===== src/rtl/core/fdep_pkg.sv =====
// ----------------------------------------------------------------------------
// fdep_pkg
// Types and constants shared by the FAT directory entry parser modules.
// ----------------------------------------------------------------------------
package fdep_pkg;

  // Input modes
  localparam logic [1:0] MODE_FEED    = 2'd0;
  localparam logic [1:0] MODE_READ    = 2'd1;
  localparam logic [1:0] MODE_RESTART = 2'd2;

  // Directory entry codes
  localparam logic [7:0] ERASED_MARK = 8'hE5;
  localparam logic [7:0] ATTR_LFN    = 8'h0F;
  localparam logic [7:0] ATTR_VOLUME = 8'h08;
  localparam logic [3:0] LFN_LAST    = 4'h4;
  localparam logic [7:0] CHR_SPACE   = 8'h20;
  localparam logic [7:0] CHR_DOT     = 8'h2E;
  localparam logic [7:0] LFN_CHARS   = 8'd13;

  // Longest write list: 13 characters plus terminator
  localparam int CHAR_SLOTS = 14;
  // Result queue depth in the back end
  localparam int OUT_DEPTH  = 4;

  // Byte offsets of the low character bytes in a long-name entry
  localparam logic [4:0] LFN_OFS [13] = '{5'd1, 5'd3, 5'd5, 5'd7, 5'd9, 5'd14,
                                          5'd16, 5'd18, 5'd20, 5'd22, 5'd24,
                                          5'd28, 5'd30};

  typedef enum logic [1:0] {
    EV_NONE  = 2'd0,
    EV_READY = 2'd1,
    EV_END   = 2'd2,
    EV_READ  = 2'd3
  } event_t;

  // Command handed from front to back
  typedef struct packed {
    event_t                          ev;
    logic [7:0]                      addr;   // read index or write base
    logic [3:0]                      cnt;    // store writes to perform
    logic [CHAR_SLOTS-1:0][7:0]      chars;
    logic                            writable;
    logic                            hidden;
    logic                            directory;
    logic [31:0]                     cluster;
    logic [31:0]                     size;
  } cmd_t;

  // Result item
  typedef struct packed {
    event_t      ev;
    logic [7:0]  name_char;
    logic        writable;
    logic        hidden;
    logic        directory;
    logic [31:0] cluster;
    logic [31:0] size;
  } res_t;

  function automatic logic [7:0] to_lower(input logic [7:0] c, input logic low);
    logic [7:0] r;
    r = c;
    if (low && c >= 8'h41 && c <= 8'h5A) r = c + 8'd32;
    return r;
  endfunction

endpackage


===== src/rtl/core/fdep_cmd_fifo.sv =====
// ----------------------------------------------------------------------------
// fdep_cmd_fifo
// Command queue between the front and back ends.
// ----------------------------------------------------------------------------
module fdep_cmd_fifo import fdep_pkg::*; #(
  parameter int DEPTH = 16
) (
  input  logic clk,
  input  logic rst_n,
  input  logic wr_en,
  input  cmd_t wr_data,
  output logic full,
  input  logic rd_en,
  output logic rd_valid,
  output cmd_t rd_data
);

  localparam int PW = (DEPTH > 1) ? $clog2(DEPTH) : 1;
  localparam int CW = $clog2(DEPTH + 1);

  cmd_t          mem_r [DEPTH];
  logic [PW-1:0] wp_r, rp_r;
  logic [CW-1:0] cnt_r;

  assign full     = (cnt_r == CW'(DEPTH));
  assign rd_valid = (cnt_r != '0);
  assign rd_data  = mem_r[rp_r];

  // Pointers and fill count
  always_ff @(posedge clk) begin
    if (!rst_n) begin
      wp_r  <= '0;
      rp_r  <= '0;
      cnt_r <= '0;
    end else begin
      if (wr_en) wp_r <= (wp_r == PW'(DEPTH - 1)) ? '0 : wp_r + PW'(1);
      if (rd_en) rp_r <= (rp_r == PW'(DEPTH - 1)) ? '0 : rp_r + PW'(1);
      if (wr_en && !rd_en)      cnt_r <= cnt_r + CW'(1);
      else if (rd_en && !wr_en) cnt_r <= cnt_r - CW'(1);
    end
  end

  always_ff @(posedge clk) begin
    if (wr_en) mem_r[wp_r] <= wr_data;
  end

endmodule


===== config.mk =====
export PLATFORM = sky130hd
export DESIGN_NAME = fdep_cmd_fifo
export DESIGN_NICKNAME = d
export VERILOG_FILES = /design/src/rtl/core/fdep_pkg.sv /design/src/rtl/core/fdep_cmd_fifo.sv
export SDC_FILE = /design/constraint.sdc
export NUM_CORES = 2
export LEC_CHECK = 0
export ABC_CLOCK_PERIOD_IN_PS = 7950
export BUFFER_PORTS_ARGS = -buffer_cell sky130_fd_sc_hd__buf_4
export CORE_ASPECT_RATIO = 1.75
export CORE_MARGIN = 2
export CORE_UTILIZATION = 40
export DETAILED_ROUTE_END_ITERATION = 6
export GPL_TIMING_DRIVEN = 0
export MAX_ROUTING_LAYER = met4
export SYNTH_ARGS = -nofsm -noshare
export SYNTH_HDL_FRONTEND = slang
export SYNTH_SLANG_ARGS = --single-unit

===== constraint.sdc =====
create_clock -name clk -period 7.95 [get_ports clk]
set_input_delay 1.1925 -clock clk [delete_from_list [all_inputs] [get_ports clk]]
set_output_delay 1.1925 -clock clk [all_outputs]
set_load 0.03 [all_outputs]

# [Word level (Yosys, flattened, before mapping)]
# Memories as Yosys holds them, arrays and structs flattened. A register that Yosys moved wholly into a read port is not among the register bits.
# Index checks and enable logic that the tools add are counted.
# W data, S select, Z words.
[word_totals] ff_bits=13 mem_bits_rw=3088 in_bits=197 word_cells=25 n_memories=1
[memory_table] memory="mem_r" words=16 word_bits=193 read_ports=1 rd_ports_with_merged_regs=1 wr=1 line_no="fdep_cmd_fifo.sv:21" rtl="cmd_t mem_r [DEPTH];"
[classes] n_addsub=4 eq_ne=3 n_mux=8 n_reduce_logical=6
[ops] op="$mux W4" count=4
[ops] op="$mux W5" count=2
[ops] op="$add A4 B1 Y4 const B" count=2
[ops] op="$eq A4 B4 Y1 const B" count=2
[ops] op="$add A5 B1 Y5 const B" count=1
[ops] op="$eq A5 B5 Y1 const B" count=1
[ops] op="$reduce_bool A5 Y1" count=1
[ops] op="$sub A5 B1 Y5 const B" count=1
[ops] op="$logic_and A1 B1 Y1" count=2
[ops] op="$logic_not A1 Y1" count=2
[ops] op="$mux W1" count=2
[ops] op="$reduce_bool A2 Y1" count=1

# [Longest topological paths before layout]
[depth] ltp_word=4 mapped_depth=8 ltp_nobuf=8

# [Least setup slack after synthesis]
# No wires, ideal clock.
[synth_path] path_type="input -> register" startpoint="input wr_en" endpoint="memory mem_r[0][0] in the netlist's numbering, enable pin" setup_ps=576 arrival_ps=6143 required_ps=7374 setup_slack_ps=1230 stages=3 path_buffers=1 cell_sequence="clkbuf_1 > nor3b_1 > and2_1"
[synth_between] elab_chain_len=2
[synth_rtl] item="start: declaration" line_no="fdep_cmd_fifo.sv:10" rtl="input logic wr_en,"
[synth_rtl] item="$mux W1" line_no="fdep_cmd_fifo.sv:44" rtl="if (wr_en) mem_r[wp_r] <= wr_data;"
[synth_rtl] item="$mux W1 (not written as such)" line_no="fdep_cmd_fifo.sv:44"
[synth_rtl] item="end: declaration" line_no="fdep_cmd_fifo.sv:21"
# Every way passes these cells.

==> impl_metrics.env <==
export IMPL_p_int_mw=26.6
export IMPL_power_frac_seq=0.535
export IMPL_grt_pass1_wl_um=435000
export IMPL_hpwl_um=195000
export IMPL_ctsHoldBuffers=0
export IMPL_yosys_area_top_type="edfxtp_1"
export IMPL_wire_per_inst_um=32.5
export IMPL_drtAntennaViolNets=0
export IMPL_globalplace_congestion=0.738
export IMPL_crit_chain="nor2b_1 > clkbuf_1 > buf_2 > clkbuf_1 > a22oi_1 > nand2_1 > buf_4"
export IMPL_die_x_um=411
export IMPL_hp_class="flop to flop"
export IMPL_layout_drive_gt1_share=0.304
export IMPL_postSynth_asyncResetShare=0
export IMPL_finalSetupViolCount=0
export IMPL_synth_commonest_cells="3,088 x edfxtp_1, 772 x mux4_2, 270 x a22oi_1"
export IMPL_antenna_found_initial=62
export IMPL_post_cts_resized=0
export IMPL_syn_nets=5025
export IMPL_finalNonFillerCells=9661
export IMPL_slew_headroom=0.109
export IMPL_cts_made_buffers=294
export IMPL_p_sw_frac=0.220
export IMPL_ir_drop_uv=217
export IMPL_cts_root_buf="clkbuf_16"
export IMPL_ys_ff_latch=3105
export IMPL_multi_input_area_um2=21600
export IMPL_dp_cells=9102
export IMPL_synth_seq_area_share=0.804
export IMPL_num_io_pins=392
export IMPL_die_area_um2=294000
export IMPL_critical_path_max_stage_delay_ns=0.84
export IMPL_path_delay_family="buffers and inverters"
export IMPL_maxCapViolCount=0
export IMPL_synth_cell_types=38
export IMPL_clock_path_buffers=4
export IMPL_cts_tree="done"
export IMPL_skew_ns=0.0300
export IMPL_grt_max_degree=45
export IMPL_area_delta_synth_final_pct=16.4
export IMPL_pwr_density_cell_nw_per_um2=253
export IMPL_viasPerCell=5.67
export IMPL_yosys_warnings=0
export IMPL_nFillCells=23500
export IMPL_drt_wl_total_um=314000
export IMPL_yosysMostFrequentCell="edfxtp_1"
export IMPL_outcome="complete, no violations"
export IMPL_io_buffers=391
export IMPL_finalCriticalPeriod_ns=5.69
export IMPL_holdWs_ns=0.519
export IMPL_syn_area_per_cell_um2=24.0
export IMPL_cpMostUsedCell="clkbuf_1"
export IMPL_crit_slowest_cell="clkbuf_1"
export IMPL_hold_viol_final=0
export IMPL_p_sw_mw=7.51
export IMPL_clk_pin_slew_ns=0.06
export IMPL_post_route_drc_count=0
export IMPL_drtIter0Drc=5914
export IMPL_synth_edf_count=3088
export IMPL_initial_utilization=0.402
export IMPL_fp_row_count=261
export IMPL_post_cts_buffers=0
export IMPL_grt_remaining_overflow=0
export IMPL_clock_fmax_mhz=176
export IMPL_clkPwrFrac=0.395
export IMPL_htreeDepth=5
export IMPL_tightest_slew_ns=1.34
export IMPL_rsz0062_at_grt="no"
export IMPL_synth_area_leaders="edfxtp_1 80%, mux4_2 15%, a22oi_1 1.8%"
export IMPL_pwr_share_comb=0.071
export IMPL_fin_util=0.468
export IMPL_syn_cell_area_um2=116000
export IMPL_cts_sinks=3105
export IMPL_clk_latency_ns=0.85
export IMPL_critPathArrivalTime_ns=4.50
export IMPL_p_leak_nw=41.9
export IMPL_ys_flop_type="edfxtp_1"
export IMPL_crit_buf_inv=4
export IMPL_finalSetupTns_ns=0
export IMPL_crit_type="flop to output pin"
export IMPL_layout_nets=5792
export IMPL_vias=54700
export IMPL_netlist_area_leader_share=0.801
export IMPL_period_share=0.716
export IMPL_die_h_um=716
export IMPL_regArea_um2=93100
export IMPL_grt_pass1_vias=57000
export IMPL_crit_fanout=10
export IMPL_core_area_um2=288000
export IMPL_start_kind="flop"
export IMPL_worstSetupEndpointType="output pin"
export IMPL_grt_usage=0.218
export IMPL_syn_inst=4818
export IMPL_power_mw=34.1
export IMPL_drv_slew=0
export IMPL_drt_pass1_iterations=5
export IMPL_required_ns=6.76
[worst min-delay path, delay by kind of cell (launching register included)]
family           cells  cell delay, ns
muxes                1            0.06
and+or+nand+nor      1            0.07
DFF                  1            0.34
[power by group through the flow]
stage                     sequential, mW  combinational (mW)  clock [mW]
final                               18.3                2.42        13.5
after global routing                18.3                2.58        14.3
after global placement              18.7                2.39           0
after floorplan                     18.6                1.32           0
after CTS                           18.3                2.48        13.7
after detailed placement            18.6                2.48           0
[path summary, 6_finish.rpt]
kind         startpoint             to  slack [ns]  depth (start not counted)
max                flop   rd_data[175]        2.26                          7
min reg2reg    cnt_r[4]       cnt_r[4]        0.52                          2
max reg2reg     wp_r[2]  mem_r[7][134]        4.79                          7
min            cnt_r[4]       cnt_r[4]        0.52                          2
[logic make-up (layout without fill, tap and decap cells)]
| group | Yosys count | in the layout | synth area share |
|---|---|---|---|
| AOI/OAI and AO/OA | 399 | 399 | 0.0244 |
| muxes | 777 | 777 | 0.151 |
| other | 0 | 52 | 0 |
| xor gates and xnor gates | 5 | 5 | 0.000378 |
| buffers and inverters | 264 | 1242 | 0.0104 |
| DFF | 3105 | 3105 | 0.804 |
| and+or+nand+nor | 258 | 258 | 0.00953 |
| adders and majority gates | 10 | 10 | 0.00115 |
[layout by cell type, fill, tap and decap left out, drive strengths merged]
master    instances
buf             623
clkinv          104
a22oi           270
or2               2
and3b             1
nor2             63
mux4            772
clkinvlp          8
and3              1
a21o              1
nand2b            6
xnor2             4
nor4              1
o22ai           116
a21oi             4
nand4             1
dfxtp            17
fa                1
edfxtp         3088
nand4b            1
diode            52
a21boi            1
a31oi             2
mux2              1
xor2              1
mux2i             4
bufinv           19
ha                9
nand3             4
inv              13
clkbuf          475
nand2           144
nor2b             7
o21ai             4
or4b              1
a211oi            1
and2             25
nor3b             1
[per-stage QoR]
| step | area (µm²) | setup WS, ns |
|---|---|---|
| after floorplan | 116000 | 1.23 |
| after global placement | 124000 | -5.63 |
| after detailed placement | 126000 | 3.07 |
| after CTS | 135000 | 2.12 |
| after global routing | 135000 | 2.14 |
| final | 135000 | 2.26 |
[state kept, by name, indices dropped and copies added, names as in the netlist, named ones only]
signal	cells
cnt_r	5
mem_r	3088
rp_r	4
wp_r	4
[layer usage]
layer | global-route usage | share of wire | up-vias | wire [µm]
met5 | - | 0 | - | 0
met4 | 0.0629 | 0.029 | 0 | 9240
met3 | 0.0517 | 0.082 | 483 | 25900
met2 | 0.372 | 0.52 | 2069 | 164000
met1 | 0.257 | 0.36 | 29800 | 115000
li1 | - | - | 22400 | -
[area by class of cell]
cell class,instances,area share
repair buffers,471,0.0378
inverters,4,0.000111
flip-flops and latches,3105,0.690
well taps,3813,0.0354
diodes,52,0.000965
multi-input cells,1449,0.160
clock buffers,367,0.0574
clock inverters,140,0.00903
plain buffers,260,0.00882
No activity file was read; power rests on OpenSTA's default activity.
