## src/rtl/core/fdep_pkg.sv

```systemverilog
// ----------------------------------------------------------------------------
// fdep_pkg
// Types and constants shared by the FAT directory entry parser modules.
// ----------------------------------------------------------------------------
package fdep_pkg;

  // Input modes
  localparam logic [1:0] MODE_FEED    = 2'd0;
  localparam logic [1:0] MODE_READ    = 2'd1;
  localparam logic [1:0] MODE_RESTART = 2'd2;

  // Directory entry codes
  localparam logic [7:0] ERASED_MARK = 8'hE5;
  localparam logic [7:0] ATTR_LFN    = 8'h0F;
  localparam logic [7:0] ATTR_VOLUME = 8'h08;
  localparam logic [3:0] LFN_LAST    = 4'h4;
  localparam logic [7:0] CHR_SPACE   = 8'h20;
  localparam logic [7:0] CHR_DOT     = 8'h2E;
  localparam logic [7:0] LFN_CHARS   = 8'd13;

  // Longest write list: 13 characters plus terminator
  localparam int CHAR_SLOTS = 14;
  // Result queue depth in the back end
  localparam int OUT_DEPTH  = 4;

  // Byte offsets of the low character bytes in a long-name entry
  localparam logic [4:0] LFN_OFS [13] = '{5'd1, 5'd3, 5'd5, 5'd7, 5'd9, 5'd14,
                                          5'd16, 5'd18, 5'd20, 5'd22, 5'd24,
                                          5'd28, 5'd30};

  typedef enum logic [1:0] {
    EV_NONE  = 2'd0,
    EV_READY = 2'd1,
    EV_END   = 2'd2,
    EV_READ  = 2'd3
  } event_t;

  // Command handed from front to back
  typedef struct packed {
    event_t                          ev;
    logic [7:0]                      addr;   // read index or write base
    logic [3:0]                      cnt;    // store writes to perform
    logic [CHAR_SLOTS-1:0][7:0]      chars;
    logic                            writable;
    logic                            hidden;
    logic                            directory;
    logic [31:0]                     cluster;
    logic [31:0]                     size;
  } cmd_t;

  // Result item
  typedef struct packed {
    event_t      ev;
    logic [7:0]  name_char;
    logic        writable;
    logic        hidden;
    logic        directory;
    logic [31:0] cluster;
    logic [31:0] size;
  } res_t;

  function automatic logic [7:0] to_lower(input logic [7:0] c, input logic low);
    logic [7:0] r;
    r = c;
    if (low && c >= 8'h41 && c <= 8'h5A) r = c + 8'd32;
    return r;
  endfunction

endpackage

```

## src/rtl/core/fdep_back.sv

```systemverilog
// ----------------------------------------------------------------------------
// fdep_back
// Executes commands: name store writes, reads, and the result queue.
// ----------------------------------------------------------------------------
module fdep_back import fdep_pkg::*; #(
  parameter int NAME_DEPTH = 256
) (
  input  logic clk,
  input  logic rst_n,
  input  logic cmd_valid,
  input  cmd_t cmd,
  output logic cmd_pop,
  output res_t res,
  output logic res_empty,
  input  logic res_pop
);

  localparam int AW = $clog2(NAME_DEPTH);
  localparam int QW = $clog2(OUT_DEPTH);
  localparam int OW = $clog2(OUT_DEPTH + 1);

  logic [7:0]    store [NAME_DEPTH];
  logic [3:0]    wr_idx_r;
  logic          wr_act;
  logic [8:0]    wr_addr;
  logic          p1_v_r;
  cmd_t          p1_r;
  logic          p1_oob_r;
  logic [7:0]    rdata_r;
  res_t          q_r [OUT_DEPTH];
  logic [QW-1:0] qw_r, qr_r;
  logic [OW-1:0] qcnt_r;
  res_t          push_res;
  logic          q_pop;

  // Store write sequencing
  assign wr_act  = cmd_valid && (wr_idx_r < cmd.cnt);
  assign wr_addr = {1'b0, cmd.addr} + {5'd0, wr_idx_r};
  assign cmd_pop = cmd_valid && !wr_act
                   && ({1'b0, qcnt_r} + {{OW{1'b0}}, p1_v_r}) < (OW+1)'(OUT_DEPTH);

  always_ff @(posedge clk) begin
    if (!rst_n) begin
      wr_idx_r <= '0;
    end else if (cmd_pop) begin
      wr_idx_r <= '0;
    end else if (wr_act) begin
      wr_idx_r <= wr_idx_r + 4'd1;
    end
  end

  // Name store
  always_ff @(posedge clk) begin
    if (wr_act && wr_addr < 9'(NAME_DEPTH)) begin
      store[wr_addr[AW-1:0]] <= cmd.chars[wr_idx_r];
    end
    if (cmd_pop) rdata_r <= store[cmd.addr[AW-1:0]];
  end

  // Read stage
  always_ff @(posedge clk) begin
    if (!rst_n) p1_v_r <= 1'b0;
    else        p1_v_r <= cmd_pop;
  end

  always_ff @(posedge clk) begin
    if (cmd_pop) begin
      p1_r     <= cmd;
      p1_oob_r <= ({1'b0, cmd.addr} >= 9'(NAME_DEPTH));
    end
  end

  always_comb begin
    push_res.ev        = p1_r.ev;
    push_res.name_char = (p1_r.ev == EV_READ && !p1_oob_r) ? rdata_r : 8'h00;
    push_res.writable  = p1_r.writable;
    push_res.hidden    = p1_r.hidden;
    push_res.directory = p1_r.directory;
    push_res.cluster   = p1_r.cluster;
    push_res.size      = p1_r.size;
  end

  // Result queue
  assign res_empty = (qcnt_r == '0);
  assign res       = q_r[qr_r];
  assign q_pop     = res_pop && !res_empty;

  always_ff @(posedge clk) begin
    if (!rst_n) begin
      qw_r   <= '0;
      qr_r   <= '0;
      qcnt_r <= '0;
    end else begin
      if (p1_v_r) qw_r <= (qw_r == QW'(OUT_DEPTH - 1)) ? '0 : qw_r + QW'(1);
      if (q_pop)  qr_r <= (qr_r == QW'(OUT_DEPTH - 1)) ? '0 : qr_r + QW'(1);
      if (p1_v_r && !q_pop)      qcnt_r <= qcnt_r + OW'(1);
      else if (q_pop && !p1_v_r) qcnt_r <= qcnt_r - OW'(1);
    end
  end

  always_ff @(posedge clk) begin
    if (p1_v_r) q_r[qw_r] <= push_res;
  end

  // Checks
  a_q_room: assert property (@(posedge clk) disable iff (!rst_n)
    p1_v_r |-> qcnt_r < OW'(OUT_DEPTH))
    else $error("result queue overrun");

  a_idx_clear: assert property (@(posedge clk) disable iff (!rst_n)
    cmd_pop |=> wr_idx_r == 4'd0)
    else $error("write index not cleared after pop");

  a_wr_contig: assert property (@(posedge clk) disable iff (!rst_n)
    (wr_act && wr_idx_r != 4'd0) |-> $past(wr_act))
    else $error("store write burst broken");

endmodule

```

## config.mk

```make
export PLATFORM = sky130hd
export DESIGN_NAME = fdep_back
export DESIGN_NICKNAME = d
export VERILOG_FILES = /design/src/rtl/core/fdep_pkg.sv /design/src/rtl/core/fdep_back.sv
export SDC_FILE = /design/constraint.sdc
export NUM_CORES = 2
export LEC_CHECK = 0
export BUFFER_PORTS_ARGS = -buffer_cell sky130_fd_sc_hd__buf_2
export CORE_ASPECT_RATIO = 1.75
export CORE_MARGIN = 2
export CORE_UTILIZATION = 50
export DETAILED_ROUTE_END_ITERATION = 10
export HOLD_SLACK_MARGIN = 0.08
export PLACE_DENSITY = 0.69
export SLEW_MARGIN = 20
export SYNTH_ARGS = -nofsm -noshare
export SYNTH_HDL_FRONTEND = slang
export SYNTH_SLANG_ARGS = --single-unit
```

## constraint.sdc

```tcl
create_clock -name clk -period 14.65 [get_ports clk]
set_clock_uncertainty 0.1 [all_clocks]
set_input_delay 0.7325 -clock clk [delete_from_list [all_inputs] [get_ports clk]]
set_output_delay 0.7325 -clock clk [all_outputs]
set_load 0.05 [all_outputs]
```

Word-level counts from Yosys, hierarchy flattened

Memory sizes are Yosys's and may differ from the RTL's. A register that Yosys moved wholly into a read port is not among the register bits.
Index checks and enable logic that the tools add are counted.

Eq/ne operators: 3
Add/sub/neg operators: 7
Magnitude comparators: 4
Bitwise operators: 1
Muxes and demuxes: 13
Reduce and logical (&&, ||, !) cells: 14

Operators by type and width:

| operator              | number |
|---|---|
| $bmux W8 S4           | 1 |
| $mux W8               | 2 |
| $add A8 B4 Y9         | 1 |
| $lt A9 B9 Y1 const B  | 1 |
| $mux W2               | 4 |
| $logic_and A1 B1 Y1   | 7 |
| $eq A2 B2 Y1 const B  | 3 |
| $mux W3               | 2 |
| $lt A4 B5 Y1 const B  | 1 |
| $add A2 B1 Y2 const B | 2 |
| $add A3 B1 Y4         | 1 |
| $add A4 B1 Y4 const B | 1 |
| $logic_not A1 Y1      | 4 |
| $lt A4 B3 Y1 const B  | 1 |
| $lt A4 B4 Y1          | 1 |
| $mux W1               | 4 |
| $add A3 B1 Y3 const B | 1 |
| $logic_not A3 Y1      | 1 |
| $sub A3 B1 Y3 const B | 1 |
| $reduce_bool A2 Y1    | 1 |
| $reduce_or A2 Y1      | 1 |
| $not A1 Y1            | 1 |

Output and inout port bits: 79
Memories kept: 2
Bits in registers: 81
Memory bits (writable): 2356

Memory list:

| memory | words | width | read ports | clocked after memory_dff | wr ports | line            | text |
|---|---|---|---|---|---|---|---|
| store  | 256   | 8     | 1          | 1                        | 1        | fdep_back.sv:22 | `logic [7:0] store [NAME_DEPTH];` |
| q_r    | 4     | 77    | 1          | 1                        | 1        | fdep_back.sv:30 | `res_t q_r [OUT_DEPTH];` |

Longest topological paths before layout

Word-level depth: 6
Depth in mapped cells: 14

Worst setup path after synthesis

OpenSTA, ideal clock, no wires.

Path type: register -> register
From: register wr_idx_r[0]
To: memory store[0][4] (data pin)
Clock period less this slack: 13777 ps
Path buffers: 2
Data required time: 12363 ps
Stages on the path, launching flop included: 6
Arrival time: 11490 ps
Slack: 873 ps
Cell sequence: dfxtp_1 -> buf_2 -> buf_1 -> mux4_2 -> mux2i_1 -> o21ai_0

Cells in the longest elaborated chain, start to end: 2

RTL lines:

| item                          | line            | text |
|---|---|---|
| start: declaration            | fdep_back.sv:23 | `logic [3:0] wr_idx_r;` |
| start signal: assignment      | fdep_back.sv:48 | `wr_idx_r <= wr_idx_r + 4'd1;` |
| $bmux W8 S4                   | fdep_back.sv:55 | `store[wr_addr[AW-1:0]] <= cmd.chars[wr_idx_r];` |
| $mux W8 (not written as such) | fdep_back.sv:55 |  |
| end: declaration              | fdep_back.sv:22 |  |

Every way passes these cells. The select of a mux whose other input is x is not followed.

==> results.md <==
* Number of sinks on the clock net at around 2400
* Global Route Usage Sum at about a quarter
* Initial DRT Pass Iterations at 6
* Number of buffers created by CTS at 210
* Net Count, Synth at 4789
* Fraction of layout cells with a size suffix above 1 at between 20% and 30%
* Netlist cell types at between 60 and 70
* Top cells by instance count after synthesis: edfxtp_1, mux4_2, nor2_1
* Number of warnings reported in the yosys synthesis log at 0
* Peak VDD IR at between 0.09 and 0.1 mV
* GP Congestion at between 0.8 and 0.9
* Power share of the combinational group at between 10% and 20%
* Wire per inst at between 30 and 40 µm
* Routed WL at approximately 240000 µm
* Stages on worst setup path at 9
* Via density per instance at 6.30
* Clock period minus worst slack at 5.43 ns
* Maximum level of the CTS H-tree at 4
* Global-route wire length before repair at roughly 350000 µm
* Number of cells produced by synthesis at approximately 4600
* Top-area cell type share of the netlist area at 76.7%
* CP cell instances: buf_8 -> buf_4 -> buf_12 -> buf_4 -> mux4_2 -> mux4_2 -> nor2b_1 -> nor4_1 -> or4b_1
* Max stage delay on crit path at between 0.8 and 0.9 ns
* Total power per unit cell area at 140 nW/µm²
* Mean post-synth cell area at ~21 µm²
* Amount of wire on met2 after detailed routing at roughly 120000 µm
* Post-route ant nets at 0
* Buffers from clock root to sink, at most at 4
* Skew-Pair Late Insertion Delay at 0.87 ns
* Cell taking the most area after synthesis: edfxtp_1
* Metal1 wirelength at between 80000 and 90000 µm
* Area growth from synthesis to layout at 12.0%
* Overall overflow remaining after global route at 0
* Maximum number of pins on one net before global-route repair at between 150 and 200
* Via count at between 40000 and 50000
* Hold Violations, Final at 0
* Clock power frac at between 30% and 40%
* Hold slack final at roughly 0.28 ns
* Core outline area at between 150000 and 200000 µm²
* Number of flops mapped to enable cells by yosys at approximately 2400
* Number of resized instances in the post-cts repair step at 0
* Crit start category: primary input
* Total internal power at about 11 mW
* Number of global-route vias before repair at slightly below 50000
* Most used flip-flop cell after synthesis: edfxtp_1
* Arrival time of the worst setup path at 5.90 ns
* Number of pins exceeding their max-slew limit in the final report at 0
* Setup TNS at 0 ns
* Die H at just under 600 µm
* Crit path max-delay cell type: buf_4
* Critical path fanouts, max at 95
* Most instantiated library cell after synthesis: edfxtp_1
* Nets@finish at slightly above 5000
* CP required at around 15 ns
* Length of routed met3 wiring at 18400 µm
* Die Width at approximately 330 µm
* Netlist area before placement at roughly 95000 µm²
* Proportion of register bits with asynchronous set or reset after synthesis at 0%
* Effective utilization at floorplan at around 50%
* Top cells by area, synth: edfxtp_1, mux4_2, mux2i_1
* Port buffer count at 275
* Outcome: complete, no violations
* Max Freq at roughly 180 MHz
* DRC viols at 0
* Actual transition at the worst max-transition pin at 1.31 ns
* Register-to-Register Setup Slack at approximately 9.4 ns
* Fraction of the cycle the final worst path needs at a little under two fifths
* Count of max-cap constraint violations at 0
* Capturing element type of the critical path: flip-flop
* Clock tree from TritonCTS: yes
* Critical path start-end classification: primary input to flip-flop
* Clock Pin Slew Worst Setup and Hold Paths at around 0.060 ns
* Hold Path Cell Cnt at 4
* Share of the yosys chip area belonging to registers at 77.0%
* Sequential share of power at between 50% and 60%
* Buffer cell driving the clock tree root: clkbuf_16
* Gate family responsible for the most delay along the worst path: buffers and inverters
* Normalized max-slew margin at around an eighth
* Switch Pwr at approximately 3.6 mW
* RSZ-0062 raised after global routing: no
* Antenna violations before repair at 10
* Final setup fails at 0
* DP Wirelength at 153000 µm
* Top routing layer used: met5
* Count of pins on the block boundary at 276
* Initial detailed-routing violation count at ~5100
* Number of buffer and inverter stages on the critical path at 4
* Standard-cell row count at 212
* Worst reg2reg path depth at 11
* Full die area at between 150000 and 200000 µm²
* FF+latch count, synth at approximately 2400
* Switching portion of total power at roughly a quarter
* Hold Crit Class: primary input to flip-flop
* Static Leak at about 34 nW
## what timing repair did
item	CTS	global route
hold buffers	70	0
setup buffers	0	0
endpoints found under the hold margin	70	0
## cells in the final DEF (no fill, tap or decap), types with 70 or more instances in the layout
cell type | netlist | routed
dlygate4sd3_1 | 0 | 70
a22oi_1 | 88 | 88
mux4_2 | 491 | 491
buf_2 | 54 | 271
a221oi_1 | 74 | 74
nor2_1 | 305 | 300
mux2i_1 | 271 | 271
a21oi_1 | 80 | 77
nand2_1 | 121 | 121
edfxtp_1 | 2433 | 2433
clkbuf_16 | 0 | 213
buf_4 | 24 | 116
## sequential cells by signal (all words and copies together) (netlist names), named ones only
signal,flops
qr_r,2
p1_r,69
q_r,308
qw_r,2
qcnt_r,3
p1_v_r,1
rdata_r,8
wr_idx_r,4
store,2048
## path summary, 6_finish.rpt
path                                  start       endpoint
worst min-delay path                res_pop      flip-flop
worst max-delay path               cmd[183]     rdata_r[0]
worst max register to register  wr_idx_r[0]  store[153][5]
worst min register to register     p1_r[37]     q_r[0][37]
## logic make-up after synthesis
group           count (synthesis)  share of synthesized area [%]
flops                        2447                           77.0
mux                           791                           15.0
simple gates                  589                           2.71
compound gates                433                           3.21
buf+inv                       289                           1.77
fa+ha+maj                      16                          0.226
xor+xnor                       11                          0.101
## layout make-up
type | instances | area [µm²]
Antenna cell | 7 | 17.5
Clock buffer | 256 | 5500
Clock inverter | 115 | 1140
Fill cell | 14000 | 83200
Inverter | 21 | 82.6
Multi-Input combinational cell | 1840 | 20500
Sequential cell | 2447 | 73300
Tap cell | 2461 | 3080
Timing Repair Buffer | 465 | 3080
## per-layer routing
layer  vias to the layer above  track usage [%]
li1                      19800                -
met1                     25000             29.3
met2                      2531             43.2
met3                       632             4.05
met4                         8             15.6
met5                         -                0
## worst register-to-register path, stage by stage (launching register included)
cell      delay, ns
dfxtp_2        0.31
buf_4          0.56
ha_1           0.31
inv_1          0.08
fa_1           0.44
nor2b_1        0.12
o21ai_0        0.16
a21oi_1        0.24
xnor2_1        0.30
a21boi_0       0.46
nand3_1        0.83
nor2_1         0.95
## power by group through the flow
stage	logic, mW	clock network, mW	registers [mW]
after global routing	1.57	5.79	7.99
after CTS	1.50	5.55	7.99
after floorplan	0.951	0	8.32
after global placement	1.46	0	8.14
after detailed placement	1.49	0	8.14
final	1.50	5.49	7.99
## metrics by stage
step	util (%)	power (mW)	instance area [µm²]	instances	setup WS, ns
CTS	56.2	15.0	107000	7604	9.16
detailed placement	52.3	9.63	99300	7163	8.27
finish	56.2	15.0	107000	7612	9.22
global route	56.2	15.3	107000	7609	8.88
floorplan	-	9.27	95300	4576	0.873
global placement	52.3	9.60	99300	7162	8.31
(Power assumes the default switching activity.)
